### src/i2cm_pkg.sv
// i2cm_pkg: shared types and codes for the byte-level I2C master.
// No dependencies; imported by every module of the block.
package i2cm_pkg;

    localparam int PADDR_W = 3;

    localparam logic [2:0] KIND_TICK  = 3'd0;
    localparam logic [2:0] KIND_START = 3'd1;
    localparam logic [2:0] KIND_STOP  = 3'd2;
    localparam logic [2:0] KIND_WRITE = 3'd3;
    localparam logic [2:0] KIND_READ  = 3'd4;

    localparam logic [3:0] PH_IDLE    = 4'd0;
    localparam logic [3:0] PH_ST_A    = 4'd1;
    localparam logic [3:0] PH_ST_B    = 4'd2;
    localparam logic [3:0] PH_ST_C    = 4'd3;
    localparam logic [3:0] PH_SP_A    = 4'd4;
    localparam logic [3:0] PH_SP_B    = 4'd5;
    localparam logic [3:0] PH_SP_C    = 4'd6;
    localparam logic [3:0] PH_WR_LOW  = 4'd7;
    localparam logic [3:0] PH_WR_HIGH = 4'd8;
    localparam logic [3:0] PH_WA_LOW  = 4'd9;
    localparam logic [3:0] PH_WA_HIGH = 4'd10;
    localparam logic [3:0] PH_RD_LOW  = 4'd11;
    localparam logic [3:0] PH_RD_HIGH = 4'd12;
    localparam logic [3:0] PH_RD_HOLD = 4'd13;
    localparam logic [3:0] PH_RA_LOW  = 4'd14;
    localparam logic [3:0] PH_RA_HIGH = 4'd15;

    localparam logic [7:0] HALF_RESET = 8'd5;
    localparam logic [3:0] BITS_PER_BYTE = 4'd8;
    localparam logic [PADDR_W-1:0] ADDR_HALF = 3'd0;

    typedef struct packed {
        logic [2:0] kind;
        logic [7:0] data_byte;
        logic       send_ack;
        logic       sda_in;
    } in_t;

    typedef struct packed {
        logic       scl;
        logic       sda_out;
        logic       sda_drive;
        logic       busy_res;
        logic       done_res;
        logic [7:0] rx_byte;
        logic       nack_received;
    } out_t;

    typedef struct packed {
        logic       busy;
    } status_t;

endpackage

### src/i2cm_apb_regs.sv
// i2cm_apb_regs: APB register file holding the half-period setting.
// Depends on i2cm_pkg.
module i2cm_apb_regs
    import i2cm_pkg::*;
(
    input  logic               aclk,
    input  logic               aresetn,
    input  logic               psel,
    input  logic               penable,
    input  logic               pwrite,
    input  logic [PADDR_W-1:0] paddr,
    input  logic [31:0]        pwdata,
    output logic [31:0]        prdata,
    output logic               pready,
    output logic [7:0]         half_period
);

    logic [7:0] half_reg;
    logic [7:0] half_next;
    logic       hit;

    assign hit    = (paddr[PADDR_W-1:2] == ADDR_HALF[PADDR_W-1:2]);
    assign pready = 1'b1;

    always_comb begin
        half_next = half_reg;
        if (psel && penable && pwrite && hit) begin
            half_next = pwdata[7:0];
        end
    end

    always_ff @(posedge aclk) begin
        if (!aresetn) begin
            half_reg <= HALF_RESET;
        end else begin
            half_reg <= half_next;
        end
    end

    assign prdata      = hit ? {24'd0, half_reg} : 32'd0;
    assign half_period = half_reg;

endmodule

### src/i2cm_phase_fsm.sv
// i2cm_phase_fsm: bus phase sequencer, bit counter, shifter and pin state.
// Updates on each accepted request and produces the next result. Uses i2cm_pkg.
module i2cm_phase_fsm
    import i2cm_pkg::*;
(
    input  logic       aclk,
    input  logic       aresetn,
    input  logic       accept,
    input  in_t        req,
    input  logic [7:0] half_period,
    output out_t       res,
    output status_t    status
);

    logic [3:0] phase_reg,  phase_next;
    logic [3:0] bit_reg,    bit_next;
    logic [7:0] shift_reg,  shift_next;
    logic [7:0] tick_reg,   tick_next;
    logic       ack_reg,    ack_next;
    logic       scl_reg,    scl_next;
    logic       sda_reg,    sda_next;
    logic       en_reg,     en_next;
    logic       ram_reg,    ram_next;
    logic [7:0] rx_reg,     rx_next;
    logic       done;
    logic [7:0] tick_inc;
    logic [3:0] bit_inc;

    assign tick_inc = tick_reg + 8'd1;
    assign bit_inc  = bit_reg + 4'd1;

    always_comb begin
        phase_next = phase_reg;
        bit_next   = bit_reg;
        shift_next = shift_reg;
        tick_next  = tick_reg;
        ack_next   = ack_reg;
        scl_next   = scl_reg;
        sda_next   = sda_reg;
        en_next    = en_reg;
        ram_next   = ram_reg;
        rx_next    = rx_reg;
        done       = 1'b0;
        if (phase_reg == PH_IDLE) begin
            tick_next = 8'd0;
            bit_next  = 4'd0;
            case (req.kind)
                KIND_START: begin
                    en_next = 1'b1; sda_next = 1'b1; scl_next = 1'b1;
                    phase_next = PH_ST_A;
                end
                KIND_STOP: begin
                    en_next = 1'b1; sda_next = 1'b0; scl_next = 1'b0;
                    phase_next = PH_SP_A;
                end
                KIND_WRITE: begin
                    scl_next   = 1'b0;
                    en_next    = 1'b1;
                    sda_next   = req.data_byte[7];
                    shift_next = {req.data_byte[6:0], 1'b0};
                    phase_next = PH_WR_LOW;
                end
                KIND_READ: begin
                    shift_next = 8'd0;
                    ram_next   = req.send_ack;
                    scl_next   = 1'b0;
                    en_next    = 1'b0;
                    phase_next = PH_RD_LOW;
                end
                default: begin
                end
            endcase
        end else if (tick_inc != half_period) begin
            tick_next = tick_inc;
        end else begin
            tick_next = 8'd0;
            case (phase_reg)
                PH_ST_A: begin sda_next = 1'b0; phase_next = PH_ST_B; end
                PH_ST_B: begin scl_next = 1'b0; phase_next = PH_ST_C; end
                PH_ST_C: done = 1'b1;
                PH_SP_A: begin scl_next = 1'b1; phase_next = PH_SP_B; end
                PH_SP_B: begin sda_next = 1'b1; phase_next = PH_SP_C; end
                PH_SP_C: done = 1'b1;
                PH_WR_LOW: begin scl_next = 1'b1; phase_next = PH_WR_HIGH; end
                PH_WR_HIGH: begin
                    bit_next = bit_inc;
                    if (bit_inc >= BITS_PER_BYTE) begin
                        scl_next   = 1'b0;
                        en_next    = 1'b0;
                        phase_next = PH_WA_LOW;
                    end else begin
                        scl_next   = 1'b0;
                        en_next    = 1'b1;
                        sda_next   = shift_reg[7];
                        shift_next = {shift_reg[6:0], 1'b0};
                        phase_next = PH_WR_LOW;
                    end
                end
                PH_WA_LOW: begin scl_next = 1'b1; phase_next = PH_WA_HIGH; end
                PH_WA_HIGH: begin
                    ack_next = req.sda_in;
                    scl_next = 1'b0;
                    done     = 1'b1;
                end
                PH_RD_LOW: begin scl_next = 1'b1; phase_next = PH_RD_HIGH; end
                PH_RD_HIGH: begin
                    shift_next = {shift_reg[6:0], req.sda_in};
                    phase_next = PH_RD_HOLD;
                end
                PH_RD_HOLD: begin
                    bit_next = bit_inc;
                    scl_next = 1'b0;
                    if (bit_inc >= BITS_PER_BYTE) begin
                        en_next    = 1'b1;
                        sda_next   = !ram_reg;
                        phase_next = PH_RA_LOW;
                    end else begin
                        en_next    = 1'b0;
                        phase_next = PH_RD_LOW;
                    end
                end
                PH_RA_LOW: begin scl_next = 1'b1; phase_next = PH_RA_HIGH; end
                PH_RA_HIGH: begin
                    scl_next = 1'b0;
                    en_next  = 1'b1;
                    sda_next = 1'b1;
                    rx_next  = shift_reg;
                    done     = 1'b1;
                end
                default: begin
                end
            endcase
            if (done) begin
                phase_next = PH_IDLE;
                bit_next   = 4'd0;
            end
        end
    end

    always_ff @(posedge aclk) begin
        if (!aresetn) begin
            phase_reg <= PH_IDLE;
            bit_reg   <= 4'd0;
            shift_reg <= 8'd0;
            tick_reg  <= 8'd0;
            ack_reg   <= 1'b0;
            scl_reg   <= 1'b1;
            sda_reg   <= 1'b1;
            en_reg    <= 1'b1;
            ram_reg   <= 1'b0;
            rx_reg    <= 8'd0;
        end else if (accept) begin
            phase_reg <= phase_next;
            bit_reg   <= bit_next;
            shift_reg <= shift_next;
            tick_reg  <= tick_next;
            ack_reg   <= ack_next;
            scl_reg   <= scl_next;
            sda_reg   <= sda_next;
            en_reg    <= en_next;
            ram_reg   <= ram_next;
            rx_reg    <= rx_next;
        end
    end

    assign res.scl           = scl_next;
    assign res.sda_out       = sda_next;
    assign res.sda_drive     = en_next;
    assign res.busy_res      = (phase_next != PH_IDLE);
    assign res.done_res      = done;
    assign res.rx_byte       = rx_next;
    assign res.nack_received = ack_next;

    assign status.busy  = (phase_reg != PH_IDLE);

endmodule

### src/i2cm_out_stage.sv
// i2cm_out_stage: result register with valid/ready handshake.
// Depends on i2cm_pkg.
module i2cm_out_stage
    import i2cm_pkg::*;
(
    input  logic aclk,
    input  logic aresetn,
    input  logic load,
    input  out_t res,
    input  logic m_ready,
    output logic m_valid,
    output out_t m_data,
    output logic room
);

    logic valid_reg, valid_next;
    out_t data_reg;

    assign room = !valid_reg || m_ready;

    always_comb begin
        valid_next = valid_reg;
        if (load) begin
            valid_next = 1'b1;
        end else if (m_ready) begin
            valid_next = 1'b0;
        end
    end

    always_ff @(posedge aclk) begin
        if (!aresetn) begin
            valid_reg <= 1'b0;
        end else begin
            valid_reg <= valid_next;
        end
    end

    always_ff @(posedge aclk) begin
        if (load) begin
            data_reg <= res;
        end
    end

    assign m_valid = valid_reg;
    assign m_data  = data_reg;

endmodule

### src/i2c_master_byte_engine_unit.sv
// i2c_master_byte_engine_unit: top level of the byte-level I2C master.
// Depends on i2cm_pkg, i2cm_apb_regs, i2cm_phase_fsm, i2cm_out_stage.
//
//   channel   dir   handshake          payload
//   s_        in    s_valid/s_ready    s_data (in_t: kind, data_byte, send_ack, sda_in)
//   m_        out   m_valid/m_ready    m_data (out_t: pins, busy, done, rx, nack)
//   apb       in    psel/penable       paddr, pwdata, prdata (half period at 0x0)
//
// One request per cycle while s_ready is high; its result is registered and valid the next cycle.
// The phase state and the result register update in the same edge.
// s_ready is high when the result register is empty or being drained.
// Reset clears the phase state, pins go idle high, half period returns to 5.
module i2c_master_byte_engine_unit
    import i2cm_pkg::*;
(
    input  logic               aclk,
    input  logic               aresetn,
    input  logic               s_valid,
    output logic               s_ready,
    input  in_t                s_data,
    output logic               m_valid,
    input  logic               m_ready,
    output out_t               m_data,
    input  logic               psel,
    input  logic               penable,
    input  logic               pwrite,
    input  logic [PADDR_W-1:0] paddr,
    input  logic [31:0]        pwdata,
    output logic [31:0]        prdata,
    output logic               pready
);

    logic       accept;
    logic       room;
    logic [7:0] half_period;
    out_t       res;
    status_t    status;

    assign s_ready = room;
    assign accept  = s_valid && room;

    i2cm_apb_regs u_regs (
        .aclk        (aclk),
        .aresetn     (aresetn),
        .psel        (psel),
        .penable     (penable),
        .pwrite      (pwrite),
        .paddr       (paddr),
        .pwdata      (pwdata),
        .prdata      (prdata),
        .pready      (pready),
        .half_period (half_period)
    );

    i2cm_phase_fsm u_fsm (
        .aclk        (aclk),
        .aresetn     (aresetn),
        .accept      (accept),
        .req         (s_data),
        .half_period (half_period),
        .res         (res),
        .status      (status)
    );

    i2cm_out_stage u_out (
        .aclk    (aclk),
        .aresetn (aresetn),
        .load    (accept),
        .res     (res),
        .m_ready (m_ready),
        .m_valid (m_valid),
        .m_data  (m_data),
        .room    (room)
    );

    a_fill: assert property (@(posedge aclk) disable iff (!aresetn)
        accept |=> m_valid)
        else $error("result register not loaded after request");

    a_idle_no_done: assert property (@(posedge aclk) disable iff (!aresetn)
        accept && !status.busy |=> !m_data.done_res)
        else $error("done raised for a request taken while idle");

    a_done_not_busy: assert property (@(posedge aclk) disable iff (!aresetn)
        m_valid && m_data.done_res |-> !m_data.busy_res)
        else $error("busy still set on done result");

    a_idle_pins: assert property (@(posedge aclk) disable iff (!aresetn)
        accept && status.busy && s_data.kind != KIND_TICK |=> m_data.busy_res
            || m_data.done_res)
        else $error("command while busy disturbed the sequence");

endmodule
### config.mk
export PLATFORM = sky130hd
export DESIGN_NAME = i2c_master_byte_engine_unit
export DESIGN_NICKNAME = d
export VERILOG_FILES = /design/src/i2cm_pkg.sv /design/src/i2cm_apb_regs.sv /design/src/i2cm_phase_fsm.sv /design/src/i2cm_out_stage.sv /design/src/i2c_master_byte_engine_unit.sv
export SDC_FILE = /design/constraint.sdc
export NUM_CORES = 1
export LEC_CHECK = 0
export ABC_AREA = 1
export BUFFER_PORTS_ARGS = -buffer_cell sky130_fd_sc_hd__buf_2
export CAP_MARGIN = 20
export CORE_MARGIN = 8
export CORE_UTILIZATION = 39
export CTS_CLUSTER_DIAMETER = 100
export CTS_CLUSTER_SIZE = 24
export DETAILED_ROUTE_END_ITERATION = 12
export GPL_TIMING_DRIVEN = 0
export PLACE_DENSITY_LB_ADDON = 0.08
export SYNTH_ARGS = -nofsm -noshare
export SYNTH_HDL_FRONTEND = slang
export SYNTH_SLANG_ARGS = --single-unit
### constraint.sdc
create_clock -name aclk -period 3.3 [get_ports aclk]
set_input_delay 0.33 -clock aclk [delete_from_list [all_inputs] [get_ports aclk]]
set_output_delay 0.33 -clock aclk [all_outputs]
set_load 0.01 [all_outputs]
==> parameters.txt, run 1 <==
Parameter                              Value

Floorplanning
  Initial Utilization    0.403
  Die area    13000 µm²
  Y dimension of the die    114 µm
  Die span in x    114 µm
  IO Pins    104
  Area of the core    9280 µm²
  Site row count    35

Worst setup path
  Cell family with most CP delay    simple AND/OR/NAND/NOR gates
  CP most frequent cell    sky130_fd_sc_hd__nand2_1
  Largest fanout on the critical path    10
  Slowest cell on crit path    sky130_fd_sc_hd__dfxtp_1
  Kind of launch point of the worst setup path    flip-flop
  Launch point of the worst reg-to-reg path    u_fsm.tick_reg[0]
  End of the worst register-to-register path    u_out.m_data[10]
  Setup slack, reg-to-reg    850 ps
  Critical path buffer and inverter count    2
  Critical Path Max Stage Delay    440 ps
  CP cell instances    ha_1, buf_2, xor2_1, nand2_1, nand2_1, nand3_1, nor2_4, nand3_4, buf_6, nand2_1, nand3_2, nor2_1, nand2_1
  Crit path required time    3400 ps
  Kind of end point of the critical path    flip-flop
  Critical path class    reg2reg
  Crit path arrival time    2550 ps
  Cell count of the worst reg-to-reg path    13

Clock network
  H-tree levels    3
  Number of hold-repair buffers added at the cts stage    0
  Number of buffers created by CTS    9
  CTS Sinks    60
  CTS tree    done
  Number of buffers on the longest clock path    2
  Number of gates resized after CTS    0
  Root Driver    sky130_fd_sc_hd__clkbuf_8
  Clk_lat worst skew    350 ps
  Post-CTS Setup Bufs    0
  Register clock-pin slew on the reported worst setup and hold paths    80 ps

STA
  Sum of negative setup slack    0 ps
  Hold Vio Cnt, Final    0
  Min Tclk post-route    2450 ps
  Fmax    409 MHz
  Worst slew margin relative to its limit    0.504
  Pins over their slew limit    0
  Count of final setup violators    0
  Tightest Pin Transition    741 ps
  Worst-case clock skew    15.3 ps
  Final worst-path cycle share    0.741
  RSZ-0062 raised after global routing    false

Status
  Status    completed

GRT
  Number of antenna violations at the first check in global routing    0
  Total overflow reported by the global router    0
  Vias in the first global route    3431
  Pin count of the biggest net entering global routing    24
  Wire length of the first global-routing pass    16700 µm
  Total track usage    0.160

Placement
  RePlAce Congestion    0.861
  Port bufs    51
  Number of placed instances with taps included    760
  HPWL after detailed placement    7630 µm

Synthesis
  Synth top area share    0.246
  Library cell with the largest summed area after synthesis    sky130_fd_sc_hd__dfxtp_1
  Part of the Yosys area used for sequential elements    0.358
  Flip-flop and latch count after synthesis    60
  Gate Count Post-Synth    557
  Syn avg cell area    6.72 µm²
  Synth top area cells    sky130_fd_sc_hd__dfxtp_1, sky130_fd_sc_hd__nand2_1, sky130_fd_sc_hd__edfxtp_1
  Post-Syn Area    3740 µm²
  Synth unique cells    40
  Most repeated cell in the gate-level netlist after synthesis    sky130_fd_sc_hd__nand2_1
  Yosys warnings    0
  Most used DFF post-synth    sky130_fd_sc_hd__dfxtp_1
  FFs w/ async S/R, synth    0
  Post-synth top cells    sky130_fd_sc_hd__nand2_1, sky130_fd_sc_hd__nor2_1, sky130_fd_sc_hd__inv_1, sky130_fd_sc_hd__dfxtp_1, sky130_fd_sc_hd__nand3_1
  Number of flops mapped to enable cells by yosys    14

Power and ir drop
  Pwr Density    432 nW/µm²
  Worst VDD drop    0.197 mV
  Cell leakage power    2.26 nW

Detailed routing
  First DRT Iteration DRCs    117
  Via density per instance    4.65
  Wire length per cell after detailed routing    13.2 µm
  Routed Antenna Nets    0
  Initial DRT Pass Iterations    5
  Total via count after detailed routing    3612
  Wirelength, routed    10200 µm
  Remaining design rule violation count    0

Finish
  Count of nets after finishing    699
  Final Instance Count excl. Fillers    776
  Footprint of the flip-flops and latches    1340 µm²
  Share of layout cells above drive strength 1    0.213
  FILL cells    1014
  Area growth from synthesis to layout    18.8%
  Antenna cells    0
  Multi-input gate area in the final layout    1980 µm²
  Max reg flops    14

Run
  Maximum Capacitance Violations    0

Worst hold path
  Min-delay src    pwdata[0]
  Worst hold path cell count    3
  Endpoint with the worst hold slack    u_regs.half_period[0]
  Class of the tightest hold or removal check    in2reg
==> cells in the final DEF, fill, tap and decap left out, types with 2 or more instances in the layout <==
cell type	netlist	final
sky130_fd_sc_hd__nor2_1	75	75
sky130_fd_sc_hd__nand3_1	37	37
sky130_fd_sc_hd__o21ai_1	8	8
sky130_fd_sc_hd__o21ai_0	21	21
sky130_fd_sc_hd__inv_1	49	49
sky130_fd_sc_hd__xnor2_1	2	2
sky130_fd_sc_hd__nand3b_1	2	2
sky130_fd_sc_hd__a211oi_1	3	3
sky130_fd_sc_hd__a22oi_1	7	7
sky130_fd_sc_hd__xor2_1	2	2
sky130_fd_sc_hd__ha_1	2	2
sky130_fd_sc_hd__nand2_2	9	9
sky130_fd_sc_hd__nand2_1	163	163
sky130_fd_sc_hd__buf_2	5	56
sky130_fd_sc_hd__nor2_2	4	4
sky130_fd_sc_hd__clkbuf_8	0	9
sky130_fd_sc_hd__inv_2	5	5
sky130_fd_sc_hd__o211ai_1	4	4
sky130_fd_sc_hd__buf_6	3	3
sky130_fd_sc_hd__conb_1	2	25
sky130_fd_sc_hd__edfxtp_1	14	14
sky130_fd_sc_hd__nor2_4	3	3
sky130_fd_sc_hd__clkbuf_1	7	7
sky130_fd_sc_hd__buf_4	28	28
sky130_fd_sc_hd__clkinvlp_4	0	2
sky130_fd_sc_hd__dfxtp_1	46	46
sky130_fd_sc_hd__nand4_1	3	3
sky130_fd_sc_hd__nand3_2	7	7
sky130_fd_sc_hd__clkinv_4	0	2
sky130_fd_sc_hd__a21oi_1	33	33
==> tightest hold or removal path: stages <==
cell and delay [ps]:
sky130_fd_sc_hd__buf_2 70, sky130_fd_sc_hd__nand2_1 40, sky130_fd_sc_hd__o211ai_1 60
==> power by group <==
group | total, mW | switching (mW) | internal [mW]
combinational | 0.402 | 0.260 | 0.142
sequential | 0.832 | 0.0298 | 0.802
clock | 0.685 | 0.333 | 0.352
total | 1.92 | 0.623 | 1.30
==> kinds of logic after synthesis <==
group           after synthesis  synth area share
mux                           1           0.00301
compound gates               80             0.121
other cells                   2           0.00201
buf+inv                     100             0.137
fa+ha+maj                     2           0.00669
simple gates                308             0.363
flops                        60             0.358
xor+xnor                      4           0.00936
==> through the flow <==
step	hold WS [ps]	power [mW]	instance area, µm²	utilization	setup slack, ps
2_1_floorplan	444	1.13	3830	-	1220
3_3_place_gp	467	1.24	4250	0.457	902
3_5_place_dp	475	1.25	4250	0.457	894
4_1_cts	188	1.94	4450	0.479	869
5_1_grt	206	2.02	4450	0.479	671
6_report	194	1.92	4450	0.479	853
==> final cells by class <==
| class | instances | share of cell area |
|---|---|---|
| timing repair buffer | 51 | 0.0574 |
| sequential | 60 | 0.302 |
| tap | 129 | 0.0363 |
| clock buffer | 9 | 0.0279 |
| multi-input combinational | 420 | 0.444 |
| buffer | 44 | 0.0673 |
| inverter | 56 | 0.0478 |
| clock inverter | 7 | 0.0172 |
==> how the worst max path moves through the flow <==
stage	startpoint	to	slack, ps	depth (start not counted)
5_1_grt	u_fsm.tick_reg[0]	u_out.m_data[10]	670	13
4_1_cts	u_fsm.tick_reg[0]	u_out.m_data[10]	870	13
3_5_place_dp	u_fsm.tick_reg[0]	u_out.m_data[10]	890	13
2_1_floorplan	u_fsm.tick_reg[0]	u_out.m_data[10]	1220	13
3_3_place_gp	u_fsm.tick_reg[0]	u_out.m_data[10]	900	13
6_report	u_fsm.tick_reg[0]	u_out.m_data[10]	850	13
==> per-layer routing <==
metal | track usage | routed length [µm]
met1 | 0.203 | 4840
met2 | 0.264 | 4760
met5 | 0 | 0
met3 | 0.0401 | 562
met4 | 0.0435 | 77
(Power assumes the default switching activity.)
==> inputs of run 2 (changes only) <==
==> constraint.sdc (replaced) <==
create_clock -name aclk -period 2 [get_ports aclk]
set_input_delay 0.2 -clock aclk [delete_from_list [all_inputs] [get_ports aclk]]
set_output_delay 0.2 -clock aclk [all_outputs]
set_load 0.01 [all_outputs]
==> run 2 against run 1 <==
Critical path type unchanged. Die area did not move. Largest power group unchanged. Register-to-register slack worse by 890 ps. Count of clock-buffer cells in the layout unchanged. Flip-flop and latch count unchanged. Global-route usage is 0.31 points higher. Core utilization grew 5.1 points. The flow now finishes with violations (negative setup slack). Combinational power up 89%. Critical endpoint unchanged. Fmax grew 20%.
==> parameters.txt, run 2 (same netlist as run 1, synthesis figures left out) <==
Parameter                              Value

Worst setup path
  Slowest cell on crit path    sky130_fd_sc_hd__dfxtp_2
  Cell count of the worst reg-to-reg path    13 (unchanged)
  CP cell instances    buf_6, buf_6, xor2_2, nand2_1, nand2_1, nand3_2, nor2_4, nand3_4, buf_12, nand2_4, nand3_2, nor2_1, nand2_1
  Kind of end point of the critical path    flip-flop
  Launch point of the worst reg-to-reg path    u_fsm.tick_reg[2]
  Kind of launch point of the worst setup path    flip-flop
  Setup slack, reg-to-reg    -30 ps (-890 ps)
  Critical path class    reg2reg
  Critical Path End    u_out.m_data[10]
  Largest fanout on the critical path    8 (-2)
  Source of the critical timing path    u_fsm.tick_reg[2]
  End of the worst register-to-register path    u_out.m_data[10]
  CP most frequent cell    sky130_fd_sc_hd__nand2_1
  Crit path arrival time    2140 ps (-410 ps)
  Critical Path Max Stage Delay    320 ps (-120 ps)
  Crit path required time    2110 ps (-1290 ps)

STA
  Hold Vio Cnt, Final    0 (unchanged)
  RSZ-0062 raised after global routing    true
  Worst hold slack    67.9 ps (-126 ps)
  Final worst-path cycle share    1.02 (+0.274)
  Count of final setup violators    2 (+2)
  Pins over their slew limit    0 (unchanged)
  Min Tclk post-route    2030 ps (-415 ps)
  Tightest Pin Transition    588 ps (-153 ps)
  Worst slew margin relative to its limit    0.608 (+0.104)
  Worst setup margin    -31.7 ps (-885 ps)
  Worst-case clock skew    8.10 ps (-7.24 ps)
  Fmax    492 MHz (+20%)

Floorplanning
  IO Pins    104 (unchanged)
  Area of the core    9280 µm² (unchanged)
  Site row count    35 (unchanged)
  Initial Utilization    0.403 (unchanged)
  Die span in x    114 µm (unchanged)
  Die area    13000 µm² (unchanged)
  Y dimension of the die    114 µm (unchanged)

Power and ir drop
  Clock network fraction of design power    0.322 (-0.035)
  Int Power    2.07 mW (+60%)
  Combinational share of power    0.241 (+0.031)
  Proportion of total power due to net switching    0.342 (+0.0175)
  Pwr Density    640 nW/µm² (+48%)
  Worst VDD drop    0.324 mV (+64%)
  Portion of total power attributed to sequential cells    0.437 (+0.003)
  Switching power of the nets    1.08 mW (+73%)
  Cell leakage power    2.40 nW (+6.5%)

Detailed routing
  First DRT Iteration DRCs    128 (+9.4%)
  Initial DRT Pass Iterations    4 (-1)
  Via density per instance    4.66 (+0.18%)
  Wirelength, routed    10500 µm (+2.8%)
  Wire length per cell after detailed routing    13.1 µm (-0.43%)
  Routed Antenna Nets    0 (unchanged)
  Total via count after detailed routing    3735 (+3.4%)
  Remaining design rule violation count    0 (unchanged)

Clock network
  Number of buffers created by CTS    9 (unchanged)
  CTS tree    done
  Root Driver    sky130_fd_sc_hd__clkbuf_8
  Register clock-pin slew on the reported worst setup and hold paths    70 ps (about the same)
  Number of buffers on the longest clock path    2 (unchanged)
  H-tree levels    3 (unchanged)
  CTS Sinks    60 (unchanged)
  Number of hold-repair buffers added at the cts stage    0 (unchanged)
  Clk_lat worst skew    350 ps (about the same)

GRT
  Total track usage    0.163 (+0.00314)
  Number of antenna violations at the first check in global routing    0 (unchanged)
  Pin count of the biggest net entering global routing    24 (unchanged)
  Wire length of the first global-routing pass    17100 µm (+2.3%)
  Total overflow reported by the global router    0 (unchanged)
  Vias in the first global route    3622 (+5.6%)

Finish
  Antenna cells    0 (unchanged)
  Final design area excluding fillers    4920 µm² (+11%)
  Area growth from synthesis to layout    31.5%
  Most used cells in the layout excluding fill and tap cells    sky130_fd_sc_hd__nand2_1, sky130_fd_sc_hd__nor2_1, sky130_fd_sc_hd__buf_2, sky130_fd_sc_hd__inv_1, sky130_fd_sc_hd__buf_4
  Max reg flops    14 (unchanged)
  Count of nets after finishing    724 (+3.6%)
  FILL cells    969 (-4.4%)
  Most frequent standard cell in the layout excluding fill and tap cells    sky130_fd_sc_hd__nand2_1
  Share of layout cells above drive strength 1    0.320 (+0.107)

Status
  Violated checks    negative setup slack
  Status    finished, violations left

Placement
  HPWL after detailed placement    7530 µm (-1.4%)
  Setup Slack @ Placement    -316 ps (-1210 ps)
  RePlAce Congestion    0.882 (+2.4%)
  Port bufs    51 (unchanged)
  Cell Area, Placed    4270 µm² (+0.62%)

Run
  Maximum Capacitance Violations    0 (unchanged)

Worst hold path
  Min-delay src    pwdata[2]
  Class of the tightest hold or removal check    in2reg
==> run 2: cell count changes in the layout (fill, tap and decap cells not counted), moves of 3 or more <==
| cell | previous run | this run |
|---|---|---|
| sky130_fd_sc_hd__nor2_4 | 3 | 6 |
| sky130_fd_sc_hd__dfxtp_1 | 46 | 37 |
| sky130_fd_sc_hd__nand3_1 | 37 | 33 |
| sky130_fd_sc_hd__nand2_1 | 163 | 139 |
| sky130_fd_sc_hd__dfxtp_2 | 0 | 6 |
| sky130_fd_sc_hd__dfxtp_4 | 0 | 3 |
| sky130_fd_sc_hd__buf_4 | 28 | 46 |
| sky130_fd_sc_hd__nand2_4 | 1 | 10 |
| sky130_fd_sc_hd__nand3_4 | 1 | 5 |
| sky130_fd_sc_hd__nor2_1 | 75 | 70 |
| sky130_fd_sc_hd__nand2_2 | 9 | 23 |
| sky130_fd_sc_hd__buf_6 | 3 | 8 |
==> run 2: critical path, delay by kind of cell (launching register included) <==
| family | cells | cell delay (ps) |
|---|---|---|
| XOR/XNOR | 1 | 170 |
| buffers and inverters | 3 | 440 |
| flip-flops | 1 | 320 |
| AND/OR/NAND/NOR | 9 | 850 |
==> run 2: worst min path at each step <==
stage                            endpoint  cells past startpoint
floorplan           u_regs.half_period[0]                      2
global placement    u_regs.half_period[2]                      3
detailed placement  u_regs.half_period[2]                      3
CTS                 u_regs.half_period[2]                      3
global route        u_regs.half_period[0]                      3
finish              u_regs.half_period[2]                      3
==> run 2: power groups by stage <==
| stage | clock (mW) | sequential, mW | combinational, mW |
|---|---|---|---|
| floorplan | 0 | 1.41 | 0.463 |
| global placement | 0 | 1.40 | 0.655 |
| detailed placement | 0 | 1.40 | 0.658 |
| CTS | 1.03 | 1.37 | 0.689 |
| global route | 1.09 | 1.39 | 0.843 |
| finish | 1.01 | 1.38 | 0.760 |
==> run 2: repair_timing <==
item                       in CTS  in global routing
pin swaps                      10                 25
buffers inserted               14                 11
gates resized for setup        21                 58
cloned                          0                  1
setup endpoints to repair      60                 48
==> run 2: metrics by stage <==
step,instances,power [mW],TNS [ps],util
2_1_floorplan,580,1.87,-4.95,-
3_3_place_gp,760,2.05,-5080,0.460
3_5_place_dp,760,2.06,-6460,0.460
4_1_cts,789,3.09,-103,0.498
5_1_grt,801,3.32,-1630,0.530
6_report,801,3.15,-34.0,0.530
==> run 2: final cells by class <==
| type | count | area, µm² | share of cell area |
|---|---|---|---|
| Buffer | 43 | 315 | 0.0641 |
| Tap cell | 129 | 161 | 0.0328 |
| Timing Repair Buffer | 77 | 482 | 0.0979 |
| Clock buffer | 9 | 124 | 0.0252 |
| Clock inverter | 7 | 51.3 | 0.0104 |
| Sequential cell | 60 | 1360 | 0.276 |
| Multi-Input combinational cell | 420 | 2210 | 0.449 |
| Inverter | 56 | 216 | 0.0440 |
==> run 2: metal layers <==
metal  up-vias  GRT usage  wire, µm
li1       1953          -         -
met1      1687      0.196      4880
met2        88      0.281      5050
met3         7     0.0333       504
met4         0     0.0603        92
met5         -          0         0
